--- src/design/tfce_pkg.sv ---
// Shared types and constants for the tire friction circle estimator.
// Used by tfce_axle, tfce_lane and the top level; depends on nothing.
package tfce_pkg;

	localparam int CFG_IDX_W  = 2;
	localparam int CFG_DATA_W = 13;

	localparam logic [CFG_IDX_W-1:0] CFG_MASS    = 2'd0;
	localparam logic [CFG_IDX_W-1:0] CFG_CG_FRONT = 2'd1;
	localparam logic [CFG_IDX_W-1:0] CFG_CG_REAR  = 2'd2;
	localparam logic [CFG_IDX_W-1:0] CFG_WHEELBASE = 2'd3;

	localparam int DIFF_W = 17;
	localparam int W_W    = 24;
	localparam int MV_W   = 26;
	localparam int P_W    = 50;
	localparam int MT_W   = 47;
	localparam int PROD_W = 62;
	localparam int NUM_W  = 63;
	localparam int DVD_W  = 46;
	localparam int CNT_W  = 6;
	localparam int REM_W  = 13;
	localparam int LAT_W  = 20;
	localparam int F_W    = 17;
	localparam int ROOT_W = 35;
	localparam int MX2_W  = 34;
	localparam int N2_W   = 40;
	localparam int RND_SH = 17;
	localparam int DEN_SH = 18;
	localparam int MAX_SH = 14;

	localparam logic signed [W_W-1:0]  SLIP_SCALE = 24'sd100;
	localparam logic signed [MT_W-1:0] M_SCALE    = 47'sd8000;
	localparam logic [F_W-1:0]         F_MAX      = 17'h1FFFF;
	localparam logic [DVD_W-1:0]       LAT_POS_LIM = 46'd524287;
	localparam logic [DVD_W-1:0]       LAT_NEG_LIM = 46'd524288;
	localparam logic signed [LAT_W-1:0] LAT_MAX   = 20'sh7FFFF;
	localparam logic signed [LAT_W-1:0] LAT_MIN   = 20'sh80000;

	typedef enum logic [2:0] {
		T_IDLE, T_P1, T_P2, T_AXS, T_AXLE, T_LGO, T_LANE, T_HOLD
	} top_state_t;

	typedef enum logic [1:0] {
		AX_IDLE, AX_PREP, AX_DIV, AX_SAT
	} axle_state_t;

	typedef enum logic [1:0] {
		L_IDLE, L_SQ, L_CMP, L_ROOT
	} lane_state_t;

	typedef struct packed {
		logic [F_W-1:0] max_force;
		logic [F_W-1:0] spare;
		logic           over;
	} lane_res_t;

endpackage

--- src/design/tfce_axle.sv ---
// Per-axle lateral need: moment-arm multiply, rounding and a bit-serial divider.
// Depends on tfce_pkg.
module tfce_axle import tfce_pkg::*; (
	input  logic                    clk,
	input  logic                    arst_n,
	input  logic                    start,
	input  logic signed [P_W-1:0]   p,
	input  logic [11:0]             arm,
	input  logic signed [MT_W-1:0]  mterm,
	input  logic [12:0]             wb,
	output logic                    busy,
	output logic signed [LAT_W-1:0] need
);

	axle_state_t state_q, state_d;
	logic signed [PROD_W-1:0] prod_q;
	logic signed [MT_W-1:0]   mterm_q;
	logic [12:0]              wb_q;
	logic [DVD_W-1:0]         dvd_q;
	logic [REM_W-1:0]         rem_q;
	logic [CNT_W-1:0]         cnt_q;
	logic                     neg_q;
	logic signed [LAT_W-1:0]  need_q;

	logic signed [NUM_W-1:0] num;
	logic [NUM_W-1:0]        mag;
	logic [NUM_W:0]          mag2;
	logic [REM_W:0]          rem_n;
	logic                    qbit;

	always_comb begin
		num   = NUM_W'(prod_q) + NUM_W'(mterm_q);
		mag   = num[NUM_W-1] ? NUM_W'(-num) : NUM_W'(num);
		// Adding half the divisor before the floor gives round half away from zero.
		mag2  = (NUM_W+1)'(mag) + ((NUM_W+1)'(wb_q) << RND_SH);
		rem_n = {rem_q, dvd_q[DVD_W-1]};
		qbit  = rem_n >= (REM_W+1)'(wb_q);
	end

	always_comb begin
		state_d = state_q;
		case (state_q)
			AX_IDLE: if (start) state_d = AX_PREP;
			AX_PREP: state_d = AX_DIV;
			AX_DIV:  if (cnt_q == CNT_W'(1)) state_d = AX_SAT;
			AX_SAT:  state_d = AX_IDLE;
			default: state_d = AX_IDLE;
		endcase
	end

	always_ff @(posedge clk or negedge arst_n) begin
		if (!arst_n) state_q <= AX_IDLE;
		else state_q <= state_d;
	end

	always_ff @(posedge clk) begin
		case (state_q)
			AX_IDLE: begin
				if (start) begin
					prod_q  <= PROD_W'(p) * PROD_W'($signed({1'b0, arm}));
					mterm_q <= mterm;
					wb_q    <= wb;
				end
			end
			AX_PREP: begin
				neg_q <= num[NUM_W-1];
				dvd_q <= mag2[NUM_W:DEN_SH];
				rem_q <= '0;
				cnt_q <= CNT_W'(DVD_W);
			end
			AX_DIV: begin
				rem_q <= qbit ? REM_W'(rem_n - (REM_W+1)'(wb_q)) : rem_n[REM_W-1:0];
				dvd_q <= {dvd_q[DVD_W-2:0], qbit};
				cnt_q <= cnt_q - CNT_W'(1);
			end
			AX_SAT: begin
				if (neg_q)
					need_q <= (dvd_q > LAT_NEG_LIM) ? LAT_MIN : $signed(-dvd_q[LAT_W-1:0]);
				else
					need_q <= (dvd_q > LAT_POS_LIM) ? LAT_MAX : $signed(dvd_q[LAT_W-1:0]);
			end
			default: ;
		endcase
	end

	assign busy = state_q != AX_IDLE;
	assign need = need_q;

endmodule

--- config.mk ---
export PLATFORM = sky130hd
export DESIGN_NAME = tfce_axle
export DESIGN_NICKNAME = d
export VERILOG_FILES = /design/src/design/tfce_pkg.sv /design/src/design/tfce_axle.sv
export SDC_FILE = /design/constraint.sdc
export NUM_CORES = 2
export LEC_CHECK = 0
export BUFFER_PORTS_ARGS = -buffer_cell sky130_fd_sc_hd__buf_2
export CORE_ASPECT_RATIO = 0.8
export CORE_MARGIN = 5
export CORE_UTILIZATION = 45
export DETAILED_ROUTE_END_ITERATION = 8
export SYNTH_ARGS = -nofsm -noshare
export SYNTH_HDL_FRONTEND = slang
export SYNTH_SLANG_ARGS = --single-unit
--- constraint.sdc ---
create_clock -name clk -period 8.7 [get_ports clk]
set_clock_uncertainty 0.1 [all_clocks]
set_input_delay 1.74 -clock clk [delete_from_list [all_inputs] [get_ports clk]]
set_output_delay 1.74 -clock clk [all_outputs]
set_load 0.1 [all_outputs]
==> qor.csv <==
stage,metric,value,unit
synthesis,synthTopCellsByArea,"fa_1 30%, edfxtp_1 18%, ha_1 8.3%",
timing,rsz0062_at_grt,false,
setup_path,r2r_setup_slack,0.71,ns
placement,placement.cell_area,36500,um2
clocking,clk_latency,0.55,ns
floorplanning,rows,90,
clocking,post-cts-setup-buffers,0,
setup_path,endpoint_kind,register,
synthesis,synth.distinct_cells,98,
cells_and_area,design_area,37300,um2
cells_and_area,fin_util,49.4,%
synthesis,ys_ff_latch,210,
synthesis,synth_top_area_cell,fa_1,
placement,globalplace.congestion,0.891,
cells_and_area,syn_to_final_growth,8.94,%
drt,drtPass1Iterations,5,
drt,antenna_left,0,
floorplanning,core-area,75400,um2
setup_path,required,8.88,ns
hold_path,hp-class,register to register,
setup_path,startpoint_type,primary input,
floorplanning,ioPinCount,146,
timing,slew_headroom,37.6,%
clocking,clock-sinks,210,
drt,wl_met1,44100,um
global_routing,grt_pass1_wl,144000,um
setup_path,crit_family,adder cells,
outcome,status,"complete, no violations",
clocking,cts_tree,built,
synthesis,async_reset_ff_share,0.952,%
drt,wl_met2,35700,um
global_routing,grt_overflow,0,
timing,finalHoldViolCount,0,
clocking,clkTransAtPathRegs,0.06,ns
setup_path,critPathSlowestCell,fa_1,
placement,port-buffer-count,145,
job,maxCapViolations,0,
setup_path,cp.arrival,8.40,ns
setup_path,cp_slowest_stage_delay,0.54,ns
global_routing,grt_max_degree,84,
timing,worstMarginPinSlew,0.930,ns
setup_path,path_max_fanout,15,
setup_path,critical_path.most_common_cell,fa_1,
synthesis,ys_seq_area_share,18.4,%
drt,drt-total-wl,87500,um
clocking,htreeDepth,1,
cells_and_area,layout-drive-gt1-share,9.04,%
global_routing,antenna_found_initial,4,
timing,timing.fmax,122,MHz
drt,drc,0,
timing,min_period,8.21,ns
setup_path,critPathKind,primary input to register,
synthesis,synthCells,3744,
synthesis,syn-cell-area,34200,um2
clocking,cts_buffers,25,
drt,drt_iter0_drc,2051,
clocking,cts_buffer_depth,3,
floorplanning,die_h,257,um
timing,fin_crit_sh,94.4,%
floorplanning,initial_core_util,45.4,%
cells_and_area,nNetsFinal,4725,
synthesis,synth_ff_type,edfxtp_1,
global_routing,first_global_vias,26000,
clocking,cts-root-buf,clkbuf_16,
synthesis,yosysTopAreaCellShare,30.3,%
global_routing,grtUsageTotal,21.4,%
drt,num_vias,26000,
synthesis,synth.yosys.warnings,0,
placement,dpl.hpwl,71500,um
synthesis,synthesis.nets,4614,
synthesis,synth_edf_count,208,
timing,slew_violations,0,
drt,routedWlPerCell,17.9,um
timing,finalSetupTns,0,ns
drt,wl_met3,6510,um
drt,vias_per_cell,5.32,
drt,highest_layer,met5,
setup_path,crit_buf_inv,9,
placement,dp_slack,-0.103,ns
timing,finalWorstSetupSlack,0.486,ns
synthesis,syn_avg_cell_area,9.14,um2
floorplanning,dieWidth,318,um
floorplanning,dieArea,81700,um2
timing,setup_viol,0,
## registers in the layout, summed over array words and instances, names as in the netlist
name,count
prod_q,62
cnt_q,6
need,20
mterm_q,47
wb_q,13
dvd_q,46
rem_q,13
neg_q,1
state_q,2
## synthesized netlist by cell type, types with 7 or more instances
| cell type | number |
|---|---|
| inv_1 | 557 |
| fa_1 | 518 |
| nand2_1 | 517 |
| and2_1 | 285 |
| ha_1 | 227 |
| edfxtp_1 | 208 |
| a21oi_1 | 169 |
| clkbuf_1 | 155 |
| nor2_1 | 150 |
| o21ai_0 | 130 |
| xnor2_1 | 115 |
| a21o_1 | 69 |
| xor2_1 | 55 |
| nor3_1 | 47 |
| nand3_1 | 43 |
| or3_1 | 33 |
| o21a_1 | 30 |
| nand4_1 | 29 |
| nand2b_1 | 28 |
| o21bai_1 | 24 |
| and3_1 | 23 |
| nor2b_1 | 23 |
| o31ai_1 | 19 |
| a31oi_1 | 18 |
| nor4_1 | 17 |
| o311ai_0 | 17 |
| a211oi_1 | 16 |
| o211ai_1 | 16 |
| mux2i_1 | 10 |
| o21ai_1 | 9 |
| a21boi_0 | 8 |
| buf_2 | 8 |
| or2_2 | 8 |
| a221oi_1 | 7 |
| and4_1 | 7 |
| o22ai_1 | 7 |
## per-layer routing
metal | GRT usage, % | vias to the layer above
met2 | 31.0 | 757
met1 | 34.4 | 12700
met5 | 0 | -
met4 | 2.97 | 4
met3 | 3.77 | 67
li1 | - | 12500
## placed cells by master, fill, tap and decap left out, types with 33 or more instances in the layout
cell type    n
nor3_1      47
a21o_1      69
o21ai_0    130
or3_1       33
fa_1       518
nor2_1     150
xor2_1      55
ha_1       225
and2_1     284
nand2_1    517
edfxtp_1   208
xnor2_1    115
buf_4      106
a21oi_1    169
inv_1      557
nand3_1     43
buf_2      145
## cell families (layout without fill, tap and decap cells)
kind of cell / Yosys count / in the layout / share of synthesized area [%]
buffers and inverters: 730 / 857 / 8.05
multiplexers: 16 / 16 / 0.490
flip-flops: 210 / 210 / 18.4
other: 0 / 1 / 0
AO/OA/AOI/OAI: 616 / 616 / 11.7
XOR/XNOR: 172 / 172 / 4.44
AND/OR/NAND/NOR: 1255 / 1255 / 18.3
adder cells (fa/ha/maj): 745 / 745 / 38.6
## stage by stage
step	std cells	hold slack, ns
2_1_floorplan	3744	0.424
3_3_place_gp	4840	0.443
3_5_place_dp	4840	0.449
4_1_cts	4883	0.460
5_1_grt	4884	0.487
6_report	4884	0.460
## area by class of cell
type	count	area, um2
inverters	559	2100
fillers	7262	38100
diodes	1	2.50
flip-flops and latches	210	6300
well taps	1012	1270
multi-input cells	2804	25200
repair buffers	255	1600
clock buffers	29	641
clock inverters	14	176
## path summary, 6_finish.rpt
kind | start | to | cells past startpoint
max reg2reg | prod_q[11] | dvd_q[41] | 29
max | arm[3] | prod_q[60] | 30
min reg2reg | dvd_q[33] | dvd_q[34] | 2
max in group asynchronous | arst_n | state_q[1] | 1
min | dvd_q[33] | dvd_q[34] | 2
min in group asynchronous | arst_n | state_q[0] | 1
## repair_timing
action	CTS	global route
hold buffers	0	0
setup endpoints to repair	0	6
gates resized for setup	0	3
## tightest hold or removal path, stage by stage (launching register included)
cell and delay, ns:
edfxtp_1 0.34, nand2_1 0.05, o21ai_0 0.06
Power is not shown: default switching activity piles up to over one toggle a cycle in this logic, so the estimate is an artifact.
