--- config.mk ---
export PLATFORM = sky130hd
export DESIGN_NAME = tfce_lane
export DESIGN_NICKNAME = d
export VERILOG_FILES = /design/src/design/tfce_pkg.sv /design/src/design/tfce_lane.sv
export SDC_FILE = /design/constraint.sdc
export NUM_CORES = 2
export LEC_CHECK = 0
export ABC_AREA = 0
export BUFFER_PORTS_ARGS = -buffer_cell sky130_fd_sc_hd__buf_2
export CAP_MARGIN = 20
export CORE_MARGIN = 5
export CORE_UTILIZATION = 50
export DETAILED_ROUTE_END_ITERATION = 16
export GPL_TIMING_DRIVEN = 0
export MAX_ROUTING_LAYER = met4
export PLACE_DENSITY = 0.66
export SLEW_MARGIN = 30
export SYNTH_ARGS = -nofsm -noshare
export SYNTH_HDL_FRONTEND = slang
export SYNTH_SLANG_ARGS = --single-unit
--- constraint.sdc ---
create_clock -name clk -period 8.2 [get_ports clk]
set_input_delay 0.82 -clock clk [delete_from_list [all_inputs] [get_ports clk]]
set_output_delay 0.82 -clock clk [all_outputs]
set_load 0.03 [all_outputs]
--- src/design/tfce_pkg.sv ---
// Shared types and constants for the tire friction circle estimator.
// Used by tfce_axle, tfce_lane and the top level; depends on nothing.
package tfce_pkg;

	localparam int CFG_IDX_W  = 2;
	localparam int CFG_DATA_W = 13;

	localparam logic [CFG_IDX_W-1:0] CFG_MASS    = 2'd0;
	localparam logic [CFG_IDX_W-1:0] CFG_CG_FRONT = 2'd1;
	localparam logic [CFG_IDX_W-1:0] CFG_CG_REAR  = 2'd2;
	localparam logic [CFG_IDX_W-1:0] CFG_WHEELBASE = 2'd3;

	localparam int DIFF_W = 17;
	localparam int W_W    = 24;
	localparam int MV_W   = 26;
	localparam int P_W    = 50;
	localparam int MT_W   = 47;
	localparam int PROD_W = 62;
	localparam int NUM_W  = 63;
	localparam int DVD_W  = 46;
	localparam int CNT_W  = 6;
	localparam int REM_W  = 13;
	localparam int LAT_W  = 20;
	localparam int F_W    = 17;
	localparam int ROOT_W = 35;
	localparam int MX2_W  = 34;
	localparam int N2_W   = 40;
	localparam int RND_SH = 17;
	localparam int DEN_SH = 18;
	localparam int MAX_SH = 14;

	localparam logic signed [W_W-1:0]  SLIP_SCALE = 24'sd100;
	localparam logic signed [MT_W-1:0] M_SCALE    = 47'sd8000;
	localparam logic [F_W-1:0]         F_MAX      = 17'h1FFFF;
	localparam logic [DVD_W-1:0]       LAT_POS_LIM = 46'd524287;
	localparam logic [DVD_W-1:0]       LAT_NEG_LIM = 46'd524288;
	localparam logic signed [LAT_W-1:0] LAT_MAX   = 20'sh7FFFF;
	localparam logic signed [LAT_W-1:0] LAT_MIN   = 20'sh80000;

	typedef enum logic [2:0] {
		T_IDLE, T_P1, T_P2, T_AXS, T_AXLE, T_LGO, T_LANE, T_HOLD
	} top_state_t;

	typedef enum logic [1:0] {
		AX_IDLE, AX_PREP, AX_DIV, AX_SAT
	} axle_state_t;

	typedef enum logic [1:0] {
		L_IDLE, L_SQ, L_CMP, L_ROOT
	} lane_state_t;

	typedef struct packed {
		logic [F_W-1:0] max_force;
		logic [F_W-1:0] spare;
		logic           over;
	} lane_res_t;

endpackage

--- src/design/tfce_lane.sv ---
// One wheel lane: maximum force from mu and load, then the friction-circle
// spare force by a digit-by-digit square root. Depends on tfce_pkg.
module tfce_lane import tfce_pkg::*; (
	input  logic             clk,
	input  logic             arst_n,
	input  logic             start,
	input  logic [14:0]      mu,
	input  logic [15:0]      load,
	input  logic             go,
	input  logic [LAT_W-1:0] nmag,
	output logic             busy,
	output lane_res_t        res
);

	lane_state_t state_q, state_d;
	logic [F_W-1:0]    max_q;
	logic [MX2_W-1:0]  mx2_q;
	logic [N2_W-1:0]   n2_q;
	logic [ROOT_W-1:0] x_q, root_q, bit_q;
	logic [F_W-1:0]    spare_q;
	logic              over_q;

	logic [31:0]       mprod;
	logic [17:0]       mshift;
	logic [ROOT_W-1:0] trial, root_n;
	logic              take;

	always_comb begin
		mprod  = 32'(mu) * 32'(load) + 32'd8192;
		mshift = mprod[31:MAX_SH];
		trial  = root_q + bit_q;
		take   = x_q >= trial;
		root_n = take ? (root_q >> 1) + bit_q : root_q >> 1;
	end

	always_comb begin
		state_d = state_q;
		case (state_q)
			L_IDLE: if (go) state_d = L_SQ;
			L_SQ:   state_d = L_CMP;
			L_CMP:  state_d = (n2_q > N2_W'(mx2_q)) ? L_IDLE : L_ROOT;
			L_ROOT: if (bit_q == ROOT_W'(1)) state_d = L_IDLE;
			default: state_d = L_IDLE;
		endcase
	end

	always_ff @(posedge clk or negedge arst_n) begin
		if (!arst_n) state_q <= L_IDLE;
		else state_q <= state_d;
	end

	always_ff @(posedge clk) begin
		if (start)
			max_q <= (mshift > 18'(F_MAX)) ? F_MAX : mshift[F_W-1:0];
		case (state_q)
			L_SQ: begin
				mx2_q <= MX2_W'(max_q) * MX2_W'(max_q);
				n2_q  <= N2_W'(nmag) * N2_W'(nmag);
			end
			L_CMP: begin
				// The lateral need outside the circle leaves no spare force.
				if (n2_q > N2_W'(mx2_q)) begin
					spare_q <= '0;
					over_q  <= 1'b1;
				end else begin
					over_q <= 1'b0;
					x_q    <= ROOT_W'(mx2_q - n2_q[MX2_W-1:0]);
					root_q <= '0;
					bit_q  <= ROOT_W'(1) << (MX2_W - 2);
				end
			end
			L_ROOT: begin
				if (take) x_q <= x_q - trial;
				root_q <= root_n;
				bit_q  <= bit_q >> 2;
				if (bit_q == ROOT_W'(1)) spare_q <= root_n[F_W-1:0];
			end
			default: ;
		endcase
	end

	assign busy          = state_q != L_IDLE;
	assign res.max_force = max_q;
	assign res.spare     = spare_q;
	assign res.over      = over_q;

endmodule

==> out/qor.txt <==
Initial DRC count - 1602
Initial core utilization - 0.501
Fin crit period - 7.76 ns
Buf/Inv on CP - 5
Setup Slack @ Placement - -0.492 ns
Layout Cells excl Fill - 5475
RSZ-0062 raised after global routing - false
Vias in the first global route - 30.7k
Total die area - 0.0861 mm2
Congestion Overflow GR - 0
Fmax achieved - 129 MHz
Syn_area_per_cell - 9.36 um2
Max incr delay on CP - 0.56 ns
CORE AREA - 0.0802 mm2
Crit path cell chain - buf_2 > clkbuf_1 > nand2_1 > fa_1 > inv_1 > fa_1 > inv_1 > fa_1 > inv_1 > fa_1 > fa_1 > fa_1 > fa_1 > ha_1 > and4_1 > and3_1 > nand4_1 > o211a_1 > o21ai_1 > o221a_2 > o21a_1 > o21a_1 > o211ai_1 > xnor2_1
DRC viols - 0
Routed vias - 29.3k
Clk root buf - clkbuf_16
Top-level port count - 91
Seq/Total Area, Yosys - 0.146
Worst R2R Start - max_q[4]$_SDFFCE_PN1P_
Gpl congestion - 0.925
Final setup vio count - 0
EDFF count, synth - 194
First-pass GRT wire length - 157000 um
First drt pass iteration count - 5
Most frequent cell on the critical path - fa_1
Fin crit share - 0.947
Worst Setup Start Kind - input pin
Unique masters post-synth - 71
Crit path from - nmag[10]
Crit path max fanout - 11
Clock transition at path regs - 0.09 ns
Post-Synthesis Cell Area - 0.0402 mm2
Max Cap Viol - 0
DRT Wirelength - 95000 um
Warnings, synthesis - 0
Layout fillers - 7436
Async S/R FF share, synth - 0.0102
Type of destination of the critical path - register
# nets final - 5612
Pin count of the biggest net entering global routing - 29
Post-DP HPWL - 80100 um
Final Hold Viols - 0
Setup Fix Bufs, Post-CTS - 0
R2R Setup Slk - 0.83 ns
Max clock buf depth - 2
CP delay by family, top - adder cells
Setup WS post-layout - 0.437 ns
Yosys top cell by area - fa_1
Clk sinks - 196
Final Max Tran Viols - 0
Hold_buf cts - 0
Routed Antenna Nets - 0
Initial antenna violation count - 0
WL per Instance - 17.4 um
CTS tree - done
Largest cells by area after synthesis - fa_1, ha_1, edfxtp_1
Post-Route Skew - 0.0233 ns
DP Cell Count - 5446
Class of the most critical hold timing path - input pin to async pin
CP max stage cell - fa_1
Layout cells sized above 1 - 0.0394
Port bufs - 87
Setup TNS - 0 ns
P&R area growth vs syn - 6.24%
Top cell type's share of synthesized area - 0.327
Synthesized instance count - 4294
Row Count - 104
Slew headroom - 0.424
Die H - 294 um
Total global routing track utilization - 0.233
Yosys reg bits - 196
Ys flop type - edfxtp_1
Crit path kind - input pin to register
H-tree levels - 4
Die W - 294 um
Syn Nets - 5504
Antenna Cells - 0
Num CTS Buffers - 17
Clock Latency Late Sink - 0.50 ns
CP required - 8.44 ns
Critical Path AT - 8.00 ns
Status - finished clean
Via-to-Cell Ratio - 5.35
Worst Tran Pin Value - 0.863 ns
## routing by layer
layer | part of all wire | up-vias | GRT usage | wire, um
li1 | - | 13800 | - | -
met1 | 0.42 | 14600 | 0.293 | 40000
met2 | 0.50 | 757 | 0.401 | 47600
met3 | 0.046 | 166 | 0.0240 | 4410
met4 | 0.031 | 0 | 0.0692 | 2980
met5 | 0 | - | - | 0
## sequential cells by signal, indices dropped and copies added, names as in the netlist
name	count
x_q	35
root_q	35
state_q	2
spare_q	17
bit_q	17
mx2_q	33
max_q	17
n2_q	39
over_q	1
## through the flow
stage               utilization  cell area [um2]  hold slack, ns
floorplan                     -            40200           0.524
global placement          0.523            42000           0.605
detailed placement        0.525            42100           0.608
CTS                       0.533            42700          0.0597
global route              0.533            42700          0.0631
finish                    0.533            42700          0.0838
## kinds of logic (layout without fill, tap and decap cells)
group | after synthesis | after routing | synth area share
buffers and inverters | 1065 | 1186 | 0.0998
XOR/XNOR | 215 | 215 | 0.0470
flip-flops | 196 | 196 | 0.146
adder cells (fa/ha/maj) | 1155 | 1155 | 0.482
AO/OA/AOI/OAI | 565 | 565 | 0.0927
multiplexers | 6 | 6 | 0.00156
AND/OR/NAND/NOR | 1092 | 1092 | 0.131
## cell usage in the layout (no fill, tap or decap), types with 8 or more instances in the layout
cell	count
fa_1	656
nand4_1	23
a21oi_1	141
o21a_1	25
edfxtp_1	194
and2_1	256
and3_1	34
nor2b_1	36
clkbuf_2	8
nor4_1	11
o21ai_0	97
ha_1	499
buf_2	91
nor2_1	195
xnor2_1	111
a211oi_1	33
or3_1	15
clkbuf_16	17
a21o_1	87
xor2_1	103
a211o_1	8
a31o_2	9
a21boi_0	8
nand2_1	426
nor3_1	24
o21bai_1	24
inv_1	946
a31oi_1	35
nand2b_1	17
o41ai_1	8
clkbuf_1	98
o31ai_1	15
o211ai_1	15
nand3_1	24
or2_2	9
## worst reg2reg max path: stages (launching register included)
cell and delay [ns]:
edfxtp_1 0.68, clkbuf_1 0.56, nand2_1 0.20, fa_1 0.55, fa_1 0.53, fa_1 0.52, inv_1 0.05, fa_1 0.52
inv_1 0.05, fa_1 0.47, inv_1 0.05, fa_1 0.45, ha_1 0.38, a211oi_1 0.25, nor2_1 0.08, a211o_1 0.36
o21a_1 0.24, o21ai_0 0.28, a31oi_1 0.19, a31oi_1 0.33, o21ai_0 0.14, a21oi_1 0.18, xnor2_1 0.07
## cells in the mapped netlist (17+ instances only)
cell type,instances
a211oi_1,33
a21o_1,87
a21oi_1,141
a31oi_1,35
and2_1,256
and3_1,34
clkbuf_1,108
edfxtp_1,194
fa_1,656
ha_1,499
inv_1,946
nand2_1,428
nand2b_1,17
nand3_1,24
nand4_1,23
nor2_1,196
nor2b_1,37
nor3_1,24
o21a_1,25
o21ai_0,98
o21bai_1,24
xnor2_1,111
xor2_1,103
## final timing paths
check / to / depth (start not counted)
max: n2_q[36]$_DFFE_PN_ / 24
min: state_q[0]$_DFFE_PN0P_ / 1
max reg2reg: mx2_q[33]$_DFFE_PN_ / 22
min reg2reg: bit_q[2]$_SDFFCE_PN0P_ / 1
max in group asynchronous: state_q[1]$_DFFE_PN0P_ / 1
min in group clk: state_q[0]$_DFFE_PN0P_ / 2
## timing repair
| item | 4_1_cts | 5_1_grt |
|---|---|---|
| endpoints found under the setup margin | 0 | 11 |
| resized for setup | 0 | 15 |
| endpoints found under the hold margin | 0 | 0 |
## layout make-up
cell class / count / area [um2] / share of cell area
inverters: 946 / 3550 / 0.0832
plain buffers: 116 / 458 / 0.0107
clock inverters: 15 / 179 / 0.00419
well taps: 1060 / 1330 / 0.0311
flip-flops and latches: 196 / 5880 / 0.138
multi-input cells: 3033 / 30300 / 0.710
clock buffers: 17 / 425 / 0.00996
repair buffers: 92 / 558 / 0.0131
Power is left out: the tool's default activity adds up to more than one toggle a clock period on the data nets, which glitch-free logic cannot reach.
